<file path="config.mk">
export PLATFORM = sky130hd
export DESIGN_NAME = sync_length_frame_receiver
export DESIGN_NICKNAME = d
export VERILOG_FILES = /design/src/slfr_pkg.sv /design/src/slfr_frame_buf.sv /design/src/sync_length_frame_receiver.sv
export SDC_FILE = /design/constraint.sdc
export NUM_CORES = 2
export LEC_CHECK = 0
export BUFFER_PORTS_ARGS = -buffer_cell sky130_fd_sc_hd__buf_4
export CELL_PAD_IN_SITES_DETAIL_PLACEMENT = 0
export CELL_PAD_IN_SITES_GLOBAL_PLACEMENT = 2
export CORE_UTILIZATION = 51
export DETAILED_ROUTE_END_ITERATION = 12
export GPL_ROUTABILITY_DRIVEN = 0
export PLACE_DENSITY = 0.84
export SLEW_MARGIN = 20
export SYNTH_ARGS = -nofsm -noshare
export SYNTH_HDL_FRONTEND = slang
export SYNTH_SLANG_ARGS = --single-unit
</file>
<file path="constraint.sdc">
create_clock -name i_clk -period 3.6 [get_ports i_clk]
set_input_delay 0.18 -clock i_clk [delete_from_list [all_inputs] [get_ports i_clk]]
set_output_delay 0.18 -clock i_clk [all_outputs]
set_load 0.02 [all_outputs]
</file>
<file path="src/slfr_pkg.sv">
`timescale 1ns / 1ps

package slfr_pkg;

    localparam int MAX_FRAME_BYTES = 256;
    localparam int FRAME_OVERHEAD  = 8;

    localparam int CNT_W  = $clog2(MAX_FRAME_BYTES + 1);
    localparam int ADDR_W = $clog2(MAX_FRAME_BYTES);
    localparam int MEM_W  = ADDR_W + 1;

    localparam logic [7:0] SYNC_FIRST  = 8'hB5;
    localparam logic [7:0] SYNC_SECOND = 8'h62;

    typedef enum logic [1:0] {
        ST_INCOMPLETE = 2'd0,
        ST_COMPLETE   = 2'd1,
        ST_BAD_SYNC   = 2'd2,
        ST_OVERFLOW   = 2'd3
    } t_status;

    typedef enum logic {
        OP_RECEIVE = 1'b0,
        OP_READ    = 1'b1
    } t_op;

    typedef struct packed {
        logic              en;
        logic [MEM_W-1:0]  addr;
        logic [7:0]        data;
    } t_buf_wr;

    typedef struct packed {
        logic              en;
        logic [MEM_W-1:0]  addr;
    } t_buf_rd;

endpackage

</file>
<file path="src/slfr_frame_buf.sv">
`timescale 1ns / 1ps

module slfr_frame_buf (
    input  logic                  i_clk,
    input  slfr_pkg::t_buf_wr     i_wr,
    input  slfr_pkg::t_buf_rd     i_rd,
    output logic [7:0]            o_rd_data
);

    // two banks: one collects the frame being received, the other holds the last frame
    logic [7:0] r_mem [2 * slfr_pkg::MAX_FRAME_BYTES];
    logic [7:0] r_rd_data;

    always_ff @(posedge i_clk) begin
        if (i_wr.en) begin
            r_mem[i_wr.addr] <= i_wr.data;
        end
    end

    always_ff @(posedge i_clk) begin
        if (i_rd.en) begin
            r_rd_data <= r_mem[i_rd.addr];
        end
    end

    assign o_rd_data = r_rd_data;

endmodule

</file>
<file path="src/sync_length_frame_receiver.sv">
`timescale 1ns / 1ps

// Frame receiver for a two-byte sync (0xB5 0x62) protocol with a little-endian payload length
// in frame bytes 4 and 5; a frame is 8 + length bytes long. Every transaction, receive or read,
// is accepted and gives one result in the output register on the next cycle, so one
// transaction per clock is sustained while the output is not stalled; the rate is set by
// the single-port write and registered read of the frame buffer. The buffer has two banks
// that swap when a frame completes, so reads always see the last complete frame while the
// next one fills. No clearing pass is needed after reset: reads beyond the last frame length,
// and every read before the first frame completes, return 0.
module sync_length_frame_receiver (
    input  logic        i_clk,
    input  logic        i_rst_n,
    input  logic        i_in_valid,
    output logic        o_in_stall,
    input  logic        i_operation,
    input  logic [7:0]  i_rx_byte,
    input  logic [7:0]  i_read_index,
    output logic        o_out_valid,
    input  logic        i_out_stall,
    output logic [1:0]  o_status,
    output logic [8:0]  o_frame_length,
    output logic [7:0]  o_read_data
);

    localparam int CW = slfr_pkg::CNT_W;
    localparam int AW = slfr_pkg::ADDR_W;

    logic                 r_synced, n_synced;
    logic [CW-1:0]        r_count, n_count;
    logic [CW-1:0]        r_last_len, n_last_len;
    logic                 r_bank, n_bank;
    logic [7:0]           r_prev, n_prev;
    logic [7:0]           r_len_lo, n_len_lo;
    logic [7:0]           r_len_hi, n_len_hi;

    logic                 r_out_valid;
    slfr_pkg::t_status    r_status, n_status;
    logic [8:0]           r_flen, n_flen;
    logic                 r_rd_ok, n_rd_ok;

    slfr_pkg::t_buf_wr    wr;
    slfr_pkg::t_buf_rd    rd;
    logic [7:0]           rd_data;

    logic                 accept;
    logic                 is_read;
    logic [16:0]          frame_end;
    logic [CW-1:0]        count_inc;

    assign o_in_stall = r_out_valid && i_out_stall;
    assign accept     = i_in_valid && !o_in_stall;
    assign is_read    = (slfr_pkg::t_op'(i_operation) == slfr_pkg::OP_READ);
    assign frame_end  = {1'b0, r_len_hi, r_len_lo} + 17'(slfr_pkg::FRAME_OVERHEAD - 1);
    assign count_inc  = r_count + CW'(1);

    always_comb begin
        n_synced   = r_synced;
        n_count    = r_count;
        n_last_len = r_last_len;
        n_bank     = r_bank;
        n_prev     = r_prev;
        n_len_lo   = r_len_lo;
        n_len_hi   = r_len_hi;
        n_status   = slfr_pkg::ST_INCOMPLETE;
        n_flen     = 9'd0;
        n_rd_ok    = 1'b0;
        wr.en      = 1'b0;
        wr.addr    = {r_bank, r_count[AW-1:0]};
        wr.data    = i_rx_byte;

        rd.en      = accept && is_read;
        rd.addr    = {~r_bank, AW'(i_read_index)};

        if (is_read) begin
            n_rd_ok = (32'(i_read_index) < 32'(r_last_len)) &&
                      (32'(i_read_index) < 32'(slfr_pkg::MAX_FRAME_BYTES));
        end else if (!r_synced || r_count == '0) begin
            n_synced = 1'b0;
            n_count  = '0;
            if (i_rx_byte == slfr_pkg::SYNC_FIRST) begin
                n_synced = 1'b1;
                n_count  = CW'(1);
                n_prev   = slfr_pkg::SYNC_FIRST;
                wr.en    = 1'b1;
                wr.addr  = {r_bank, AW'(0)};
            end
        end else if (32'(r_count) >= 32'(slfr_pkg::MAX_FRAME_BYTES)) begin
            n_synced = 1'b0;
            n_count  = '0;
            n_status = slfr_pkg::ST_OVERFLOW;
        end else if (i_rx_byte == slfr_pkg::SYNC_SECOND && r_prev == slfr_pkg::SYNC_FIRST) begin
            // restart with the sync pair, index 0 of this bank already holds the first sync byte
            wr.en   = 1'b1;
            wr.addr = {r_bank, AW'(1)};
            n_count = CW'(2);
            n_prev  = slfr_pkg::SYNC_SECOND;
        end else if (r_count == CW'(1)) begin
            if (i_rx_byte != slfr_pkg::SYNC_FIRST) begin
                n_synced = 1'b0;
                n_count  = '0;
                n_status = slfr_pkg::ST_BAD_SYNC;
            end
        end else if (r_count >= CW'(7) && 17'(r_count) == frame_end) begin
            wr.en      = 1'b1;
            n_status   = slfr_pkg::ST_COMPLETE;
            n_flen     = 9'(count_inc);
            n_last_len = count_inc;
            n_bank     = ~r_bank;
            n_synced   = 1'b0;
            n_count    = '0;
        end else begin
            wr.en   = 1'b1;
            n_count = count_inc;
            n_prev  = i_rx_byte;
            if (r_count == CW'(4)) begin
                n_len_lo = i_rx_byte;
            end
            if (r_count == CW'(5)) begin
                n_len_hi = i_rx_byte;
            end
        end

        wr.en = wr.en && accept;
    end

    always_ff @(posedge i_clk) begin
        if (!i_rst_n) begin
            r_synced    <= 1'b0;
            r_count     <= '0;
            r_last_len  <= '0;
            r_bank      <= 1'b0;
            r_out_valid <= 1'b0;
        end else begin
            if (accept) begin
                r_synced   <= n_synced;
                r_count    <= n_count;
                r_last_len <= n_last_len;
                r_bank     <= n_bank;
            end
            if (accept) begin
                r_out_valid <= 1'b1;
            end else if (!i_out_stall) begin
                r_out_valid <= 1'b0;
            end
        end
    end

    always_ff @(posedge i_clk) begin
        if (accept) begin
            r_prev   <= n_prev;
            r_len_lo <= n_len_lo;
            r_len_hi <= n_len_hi;
            r_status <= n_status;
            r_flen   <= n_flen;
            r_rd_ok  <= n_rd_ok;
        end
    end

    slfr_frame_buf u_frame_buf (
        .i_clk     (i_clk),
        .i_wr      (wr),
        .i_rd      (rd),
        .o_rd_data (rd_data)
    );

    assign o_out_valid    = r_out_valid;
    assign o_status       = r_status;
    assign o_frame_length = r_flen;
    assign o_read_data    = r_rd_ok ? rd_data : 8'd0;

`ifndef NO_ASSERTIONS
    a_accept_gives_result: assert property (@(posedge i_clk) disable iff (!i_rst_n)
        accept |=> o_out_valid)
        else $error("accepted transaction gave no result");

    a_hunting_count_zero: assert property (@(posedge i_clk) disable iff (!i_rst_n)
        !r_synced |-> r_count == '0)
        else $error("byte count nonzero while hunting");

    a_length_only_on_complete: assert property (@(posedge i_clk) disable iff (!i_rst_n)
        o_out_valid |-> ((o_status == slfr_pkg::ST_COMPLETE) == (o_frame_length != 9'd0)))
        else $error("frame length does not match completion status");

    a_complete_swaps_bank: assert property (@(posedge i_clk) disable iff (!i_rst_n)
        (accept && n_status == slfr_pkg::ST_COMPLETE) |=> r_bank != $past(r_bank))
        else $error("bank did not swap on frame completion");
`endif

endmodule
</file>
== Word-level counts from Yosys, hierarchy flattened ==
Memory sizes are Yosys's and may differ from the RTL's. A register that Yosys moved wholly into a read port is not among the register bits.
Cells that the tools add are included.
Storage, ports and cells
  output and inout bits: 21
  memories: 1
  word-level logic and storage cells: 96
  register bits after elaboration: 57
  input bits: 21
  RAM bits: 4096
Memory list
  u_frame_buf.r_mem: words 512, bits a word 8, rd ports 1, clocked after memory_dff 1, wr ports 1, RTL line slfr_frame_buf.sv:11  | logic [7:0] r_mem [2 * slfr_pkg::MAX_FRAME_BYTES];
Operators by class
  mux-type cells: 37
  equal/unequal tests: 16
  $add $sub $neg: 2
  bitwise operators: 7
  order comparisons: 3
  reductions and logical operators: 19
Operator list (number)
  $mux W8: 8
  $mux W9: 6
  $mux W10: 4
  $eq A9 B3 Y1 const B: 2
  $add A16 B3 Y17 const B: 1
  $eq A9 B17 Y1: 1
  $eq A8 B8 Y1 const B: 2
  $reduce_and A8 Y1: 2
  $mux W1: 15
  $add A9 B1 Y9 const B: 1
  $eq A9 B1 Y1 const B: 1
  $ge A9 B3 Y1 const B: 1
  $ge A9 B9 Y1 const B: 1
  $logic_not A9 Y1: 1
  $lt A8 B9 Y1: 1
  $ne A3 B3 Y1 const B: 3
  $eq A8 B7 Y1 const B: 1
  $mux W2: 4
  $ne A8 B8 Y1 const B: 1
  $not A1 Y1: 7
  $reduce_and A7 Y1: 1
  $logic_and A1 B1 Y1: 6
  $reduce_and A6 Y1: 1
  $reduce_or A6 Y1: 1
  other kinds (10): 12

== Depth between registers and ports, before layout ==
  word-level depth: 9
  depth in mapped cells: 12
  mapped depth without buffers: 10

== Hierarchy ==
Synthesis repeated with hierarchy kept, for this count alone.
Second synthesis, totals
  cell total of the unflattened synthesis: 8367
  area, all modules: 163334.2 um^2
Modules (own cells, without submodules)
  slfr_frame_buf: cells each 8030, sequential area each 123238.2 um^2, area an instance 160007.2 um^2, instances 1
  sync_length_frame_receiver: cells each 337, sequential area each 1501.4 um^2, area an instance 3326.9 um^2, instances 1

== Worst setup path after synthesis ==
OpenSTA, ideal clock, no wires.
  path kind: register to register
  start point: reg r_count[0]
  end point: mem u_frame_buf.r_mem[429][0] (enable)
  library setup time: 0.370 ns
  data required time: 3.230 ns
  buffers on the path: 2
  cell stages (with the launch flop): 12
  arrival: 2.541 ns
  path slack: 0.689 ns
  clock period less this slack: 2.911 ns
  cells stage by stage: dfxtp_1 clkbuf_1 inv_1 ha_1 nand4b_2 nand3b_1 nor2_1 nand3_1 nor2_1 nand4_1 clkbuf_1 nor2_1
Between the ends
  longest elaborated chain between the ends: 9
  elaborated cells between the ends (all ways): 14
  those cells by class: order compare (1); eq/ne (1); mux (9); reduce/logical (3)
RTL lines
  start, declared: RTL line sync_length_frame_receiver.sv:30  | logic [CW-1:0] r_count, n_count;
  start signal, assigned: RTL line sync_length_frame_receiver.sv:137  | r_count <= n_count;
  parallel branches: the longest is 5 deep, another holds $ge A9 B9 Y1
  $mux W10 *: RTL line sync_length_frame_receiver.sv:75  | if (is_read) begin
  $logic_and A1 B1 Y1: RTL line sync_length_frame_receiver.sv:124  | wr.en = wr.en && accept;
  $mux W1: RTL line slfr_frame_buf.sv:15  | if (i_wr.en) begin
  $mux W1 (not written as such): RTL line slfr_frame_buf.sv:16  | r_mem[i_wr.addr] <= i_wr.data;
  end, declared: RTL line slfr_frame_buf.sv:11
Mark *: on every way between the ends.

== Worst setup path after layout ==
  start point: reg r_count[7]
  end point: mem u_frame_buf.r_mem[79][3] (enable)
Same word-level chain as after synthesis.

==> run_results.csv <==
group,metric,value,unit
clock_network,clock_latency,960,ps
timing,hold_viol,0,
power_and_ir_drop,p_comb_frac,0.046,
clock_network,cts_buffers,405,
worst_setup_path,rrSetupSlack,110,ps
routing,routed_wl,388000,um
die,core_area,315000,sq um
power_and_ir_drop,switching_power,20.7,mW
worst_setup_path,critPathArrivalTime,4020,ps
synthesis,ys_seq_area_frac,0.772,
worst_setup_path,cp_slowest_cell,"nor2_1",
clock_network,h-tree-depth,5,
synthesis,synth_top_family_by_area,"multiplexers",
synthesis,synth_nets,7653,
synthesis,synthXorXnorAreaFrac,0.000922,
grt,antenna_found_initial,12,
place,pre_cts_slack,-263,ps
power_and_ir_drop,internal-power,78.4,mW
worst_setup_path,reg2reg_from,"r_count[7]",
routing,dr.pass1.iters,5,
worst_setup_path,path_delay_family,"simple AND/OR/NAND/NOR gates",
hold_path,whs_path_depth,4,
timing,relSlewSlack,0.218,
synthesis,synth_mux_area_frac,0.162,
worst_setup_path,ff2ff_path_depth,10,
clock_network,cts_tree,"built",
timing,max_freq,287,MHz
synthesis,synth_seq_cells,4161,
place,dp_hpwl,234000,um
synthesis,ys_warn_count,0,
synthesis,synth_area_leaders,"edfxtp_1 (77%), mux4_2 (14%), nor2_1 (1.9%)",
die,start_util,0.513,
clock_network,post_cts_buffers,0,
grt,overflow,0,
worst_setup_path,endpoint_kind,"register",
timing,setup_violations,0,
worst_setup_path,path_cells,"nor3_4 > nand4b_2 > and3b_1 > nand2b_2 > a21oi_4 > nor3b_2 > buf_4 > nand2_1 > buf_4 > nor2_1",
timing,period_minus_slack,3490,ps
synthesis,ys_async_sr_fraction,0,
synthesis,synth_cell_types,74,
synthesis,avgSynthCellArea,21.2,sq um
hold_path,holdCritPathClass,"primary input to register",
timing,slew_violations,0,
place,dpl-instance-area,170000,sq um
final_layout,post-route-util,0.580,
clock_network,clockRootBuffer,"clkbuf_16",
timing,clock_skew,73.1,ps
final_layout,final_area,183000,sq um
die,ios,42,
power_and_ir_drop,vdd_drop_max,415,uV
grt,grt_pass1_vias,80200,
routing,via_per_inst,6.31,
power_and_ir_drop,power_density,543,nW/um^2
place,portBuffers,41,
clock_network,clockBufferDepth,4,
worst_setup_path,path_class,"register to register",
final_layout,fin_nets,8068,
synthesis,synthCells,7621,
synthesis,synthAdderAreaFrac,0.000852,
routing,routedWlPerCell,31.0,um
worst_setup_path,worstPathRequired,4130,ps
power_and_ir_drop,p_seq_frac,0.538,
timing,grt_setup_unrepaired,"false",
worst_setup_path,worst-path-buf-inv,2,
routing,route.detailed.drc,0,
routing,drt_iter0_drc,9249,
power_and_ir_drop,leakage,56.6,nW
worst_setup_path,cp_max_fo,16,
clock_network,cts_sinks,4161,
die,rows,206,
power_and_ir_drop,p_clk_frac,0.416,
hold_path,min_to,"r_rd_ok",
synthesis,synth_top_area_frac,0.770,
place,placed_cells,11800,
synthesis,synth_compound_area_frac,0.0224,
timing,hold_slack,86.5,ps
grt,grt_pass1_wl,562000,um
final_layout,layout-drive-gt1-share,0.268,
grt,grt_max_degree,213,
grt,grt_use_total,0.244,
power_and_ir_drop,finalPower,99.1,mW
synthesis,yosys_most_used_dff,"edfxtp_1",
die,die_area,319000,sq um
worst_setup_path,critical_path.max_stage_delay,660,ps
timing,fin_ws,110,ps
worst_setup_path,regToRegEndpoint,"u_frame_buf.r_mem[79][3]",
routing,routed-via-count,79000,
synthesis,netlist_area,162000,sq um
final_layout,area.growth.synth_to_final,13.1,%
timing,setup_tns,0,ps
run,drv_cap,0,
worst_setup_path,start_kind,"register",
timing,finalCritPeriodShare,0.970,
worst_setup_path,crit_top_cell,"buf_4",
clock_network,path_clk_slew,60,ps
status,status,"completed",
routing,antenna_left,0,
power_and_ir_drop,p_sw_frac,0.209,
synthesis,synth_simple_gate_area_frac,0.0282,
die,die_h,565,um
synthesis,synth_area_leader_cell,"edfxtp_1",
final_layout,fin_cells,12500,
hold_path,hp-start,"i_read_index[7]",
die,dieWidth,565,um
synthesis,synth_edf_count,4140,
timing,worst_pin_slew,1170,ps
-- cells by family (layout without fill, tap and decap cells) --
logic type	Yosys count	count (layout)
AOI/OAI and AO/OA	558	558
other	0	4
DFF	4161	4161
and+or+nand+nor	1066	1066
buffers and inverters	498	1237
xor gates and xnor gates	17	17
muxes	1310	1310
adders and majority gates	11	11
-- power by group through the flow --
| stage | Clock [mW] | Combinational, mW | Sequential (mW) |
|---|---|---|---|
| 2_1_floorplan | 0 | 2.36 | 54.3 |
| 3_3_place_gp | 0 | 4.52 | 54.3 |
| 3_5_place_dp | 0 | 4.61 | 54.3 |
| 4_1_cts | 41.6 | 4.63 | 53.3 |
| 5_1_grt | 43.4 | 4.84 | 53.3 |
| 6_report | 41.2 | 4.60 | 53.3 |
-- synthesized netlist by cell type (3+ instances only) --
library cell and number:
nand2b_1 12, and3_1 9, o21ai_1 3, a21boi_0 5, edfxtp_1 4140, nor3_1 24, nor3b_2 3, buf_6 3
a211oi_1 31, xor2_1 7, mux4_2 1025, o31ai_1 9, nand3b_1 6, and2_1 12, nor2b_2 6, o22ai_1 107
nor3b_1 8, ha_1 11, nor4_1 3, xnor2_1 10, o221ai_1 124, nor2_1 797, or2_2 6, buf_4 40
buf_2 140, a21o_1 3, mux2i_1 159, nand2_1 75, dfxtp_1 21, nor2b_1 8, nor4b_1 3, clkbuf_1 233
buf_1 60, a21oi_1 138, a31oi_1 8, nand4_1 40, o21ai_0 108, o211ai_1 3, and3b_1 5, inv_1 19
nand3_1 31, mux2_2 126
-- worst min-delay path: stages --
cell,delay [ps]
buf_4,220
ha_1,170
nor3b_1,40
a221o_1,250
-- layout make-up --
class | instances | area (sq um)
Antenna cell | 4 | 10.0
Clock buffer | 488 | 10600
Clock inverter | 243 | 2200
Fill cell | 22400 | 132000
Inverter | 20 | 82.6
Multi-Input combinational cell | 2962 | 34800
Sequential cell | 4161 | 125000
Tap cell | 4160 | 5200
Timing Repair Buffer | 486 | 4990
-- worst max path at each step --
stage / start / to / slack (ps) / cells past startpoint
detailed placement: i_read_index[0] / u_frame_buf.o_rd_data[1] / -260 / 11
global placement: i_read_index[0] / u_frame_buf.o_rd_data[6] / -530 / 10
CTS: r_count[7] / u_frame_buf.r_mem[71][2] / 140 / 10
finish: r_count[7] / u_frame_buf.r_mem[79][3] / 110 / 10
global route: r_count[7] / u_frame_buf.r_mem[85][7] / 0.9 / 10
floorplan: r_count[0] / u_frame_buf.r_mem[429][0] / 690 / 11
-- flip-flops by register name, summed over array words and instances (netlist names), 8 cells and up --
| signal | flops |
|---|---|
| r_count | 9 |
| o_frame_length | 9 |
| r_len_lo | 8 |
| u_frame_buf.r_mem | 4096 |
| r_len_hi | 8 |
| r_last_len | 9 |
| r_prev | 8 |
| u_frame_buf.o_rd_data | 8 |
-- repair_timing --
| action | 4_1_cts | 5_1_grt |
|---|---|---|
| setup endpoints to repair | 0 | 19 |
| gates resized for setup | 0 | 4 |
| hold buffers | 20 | 0 |
| hold endpoints to repair | 531 | 0 |
-- per-layer routing --
metal / up-vias / track usage / share of wire
li1: 32600 / - / -
met1: 42000 / 0.351 / 0.40
met2: 3819 / 0.386 / 0.48
met3: 578 / 0.0401 / 0.086
met4: 4 / 0.0782 / 0.032
met5: - / 0 / 0.000067
-- layout by cell type, fill, tap and decap left out, drive strengths merged, types with 14 or more instances in the layout --
master	count
o21ai	111
a21oi	139
dfxtp	21
nor2	798
buf	466
a211oi	31
nand3	31
mux2	126
clkbuf	488
clkinv	192
o22ai	107
inv	27
nor3	27
edfxtp	4140
nand2	75
mux2i	159
bufinv	34
dlygate4sd3	20
nor2b	14
mux4	1025
nand4	40
o221ai	124
(Power assumes the default switching activity.)
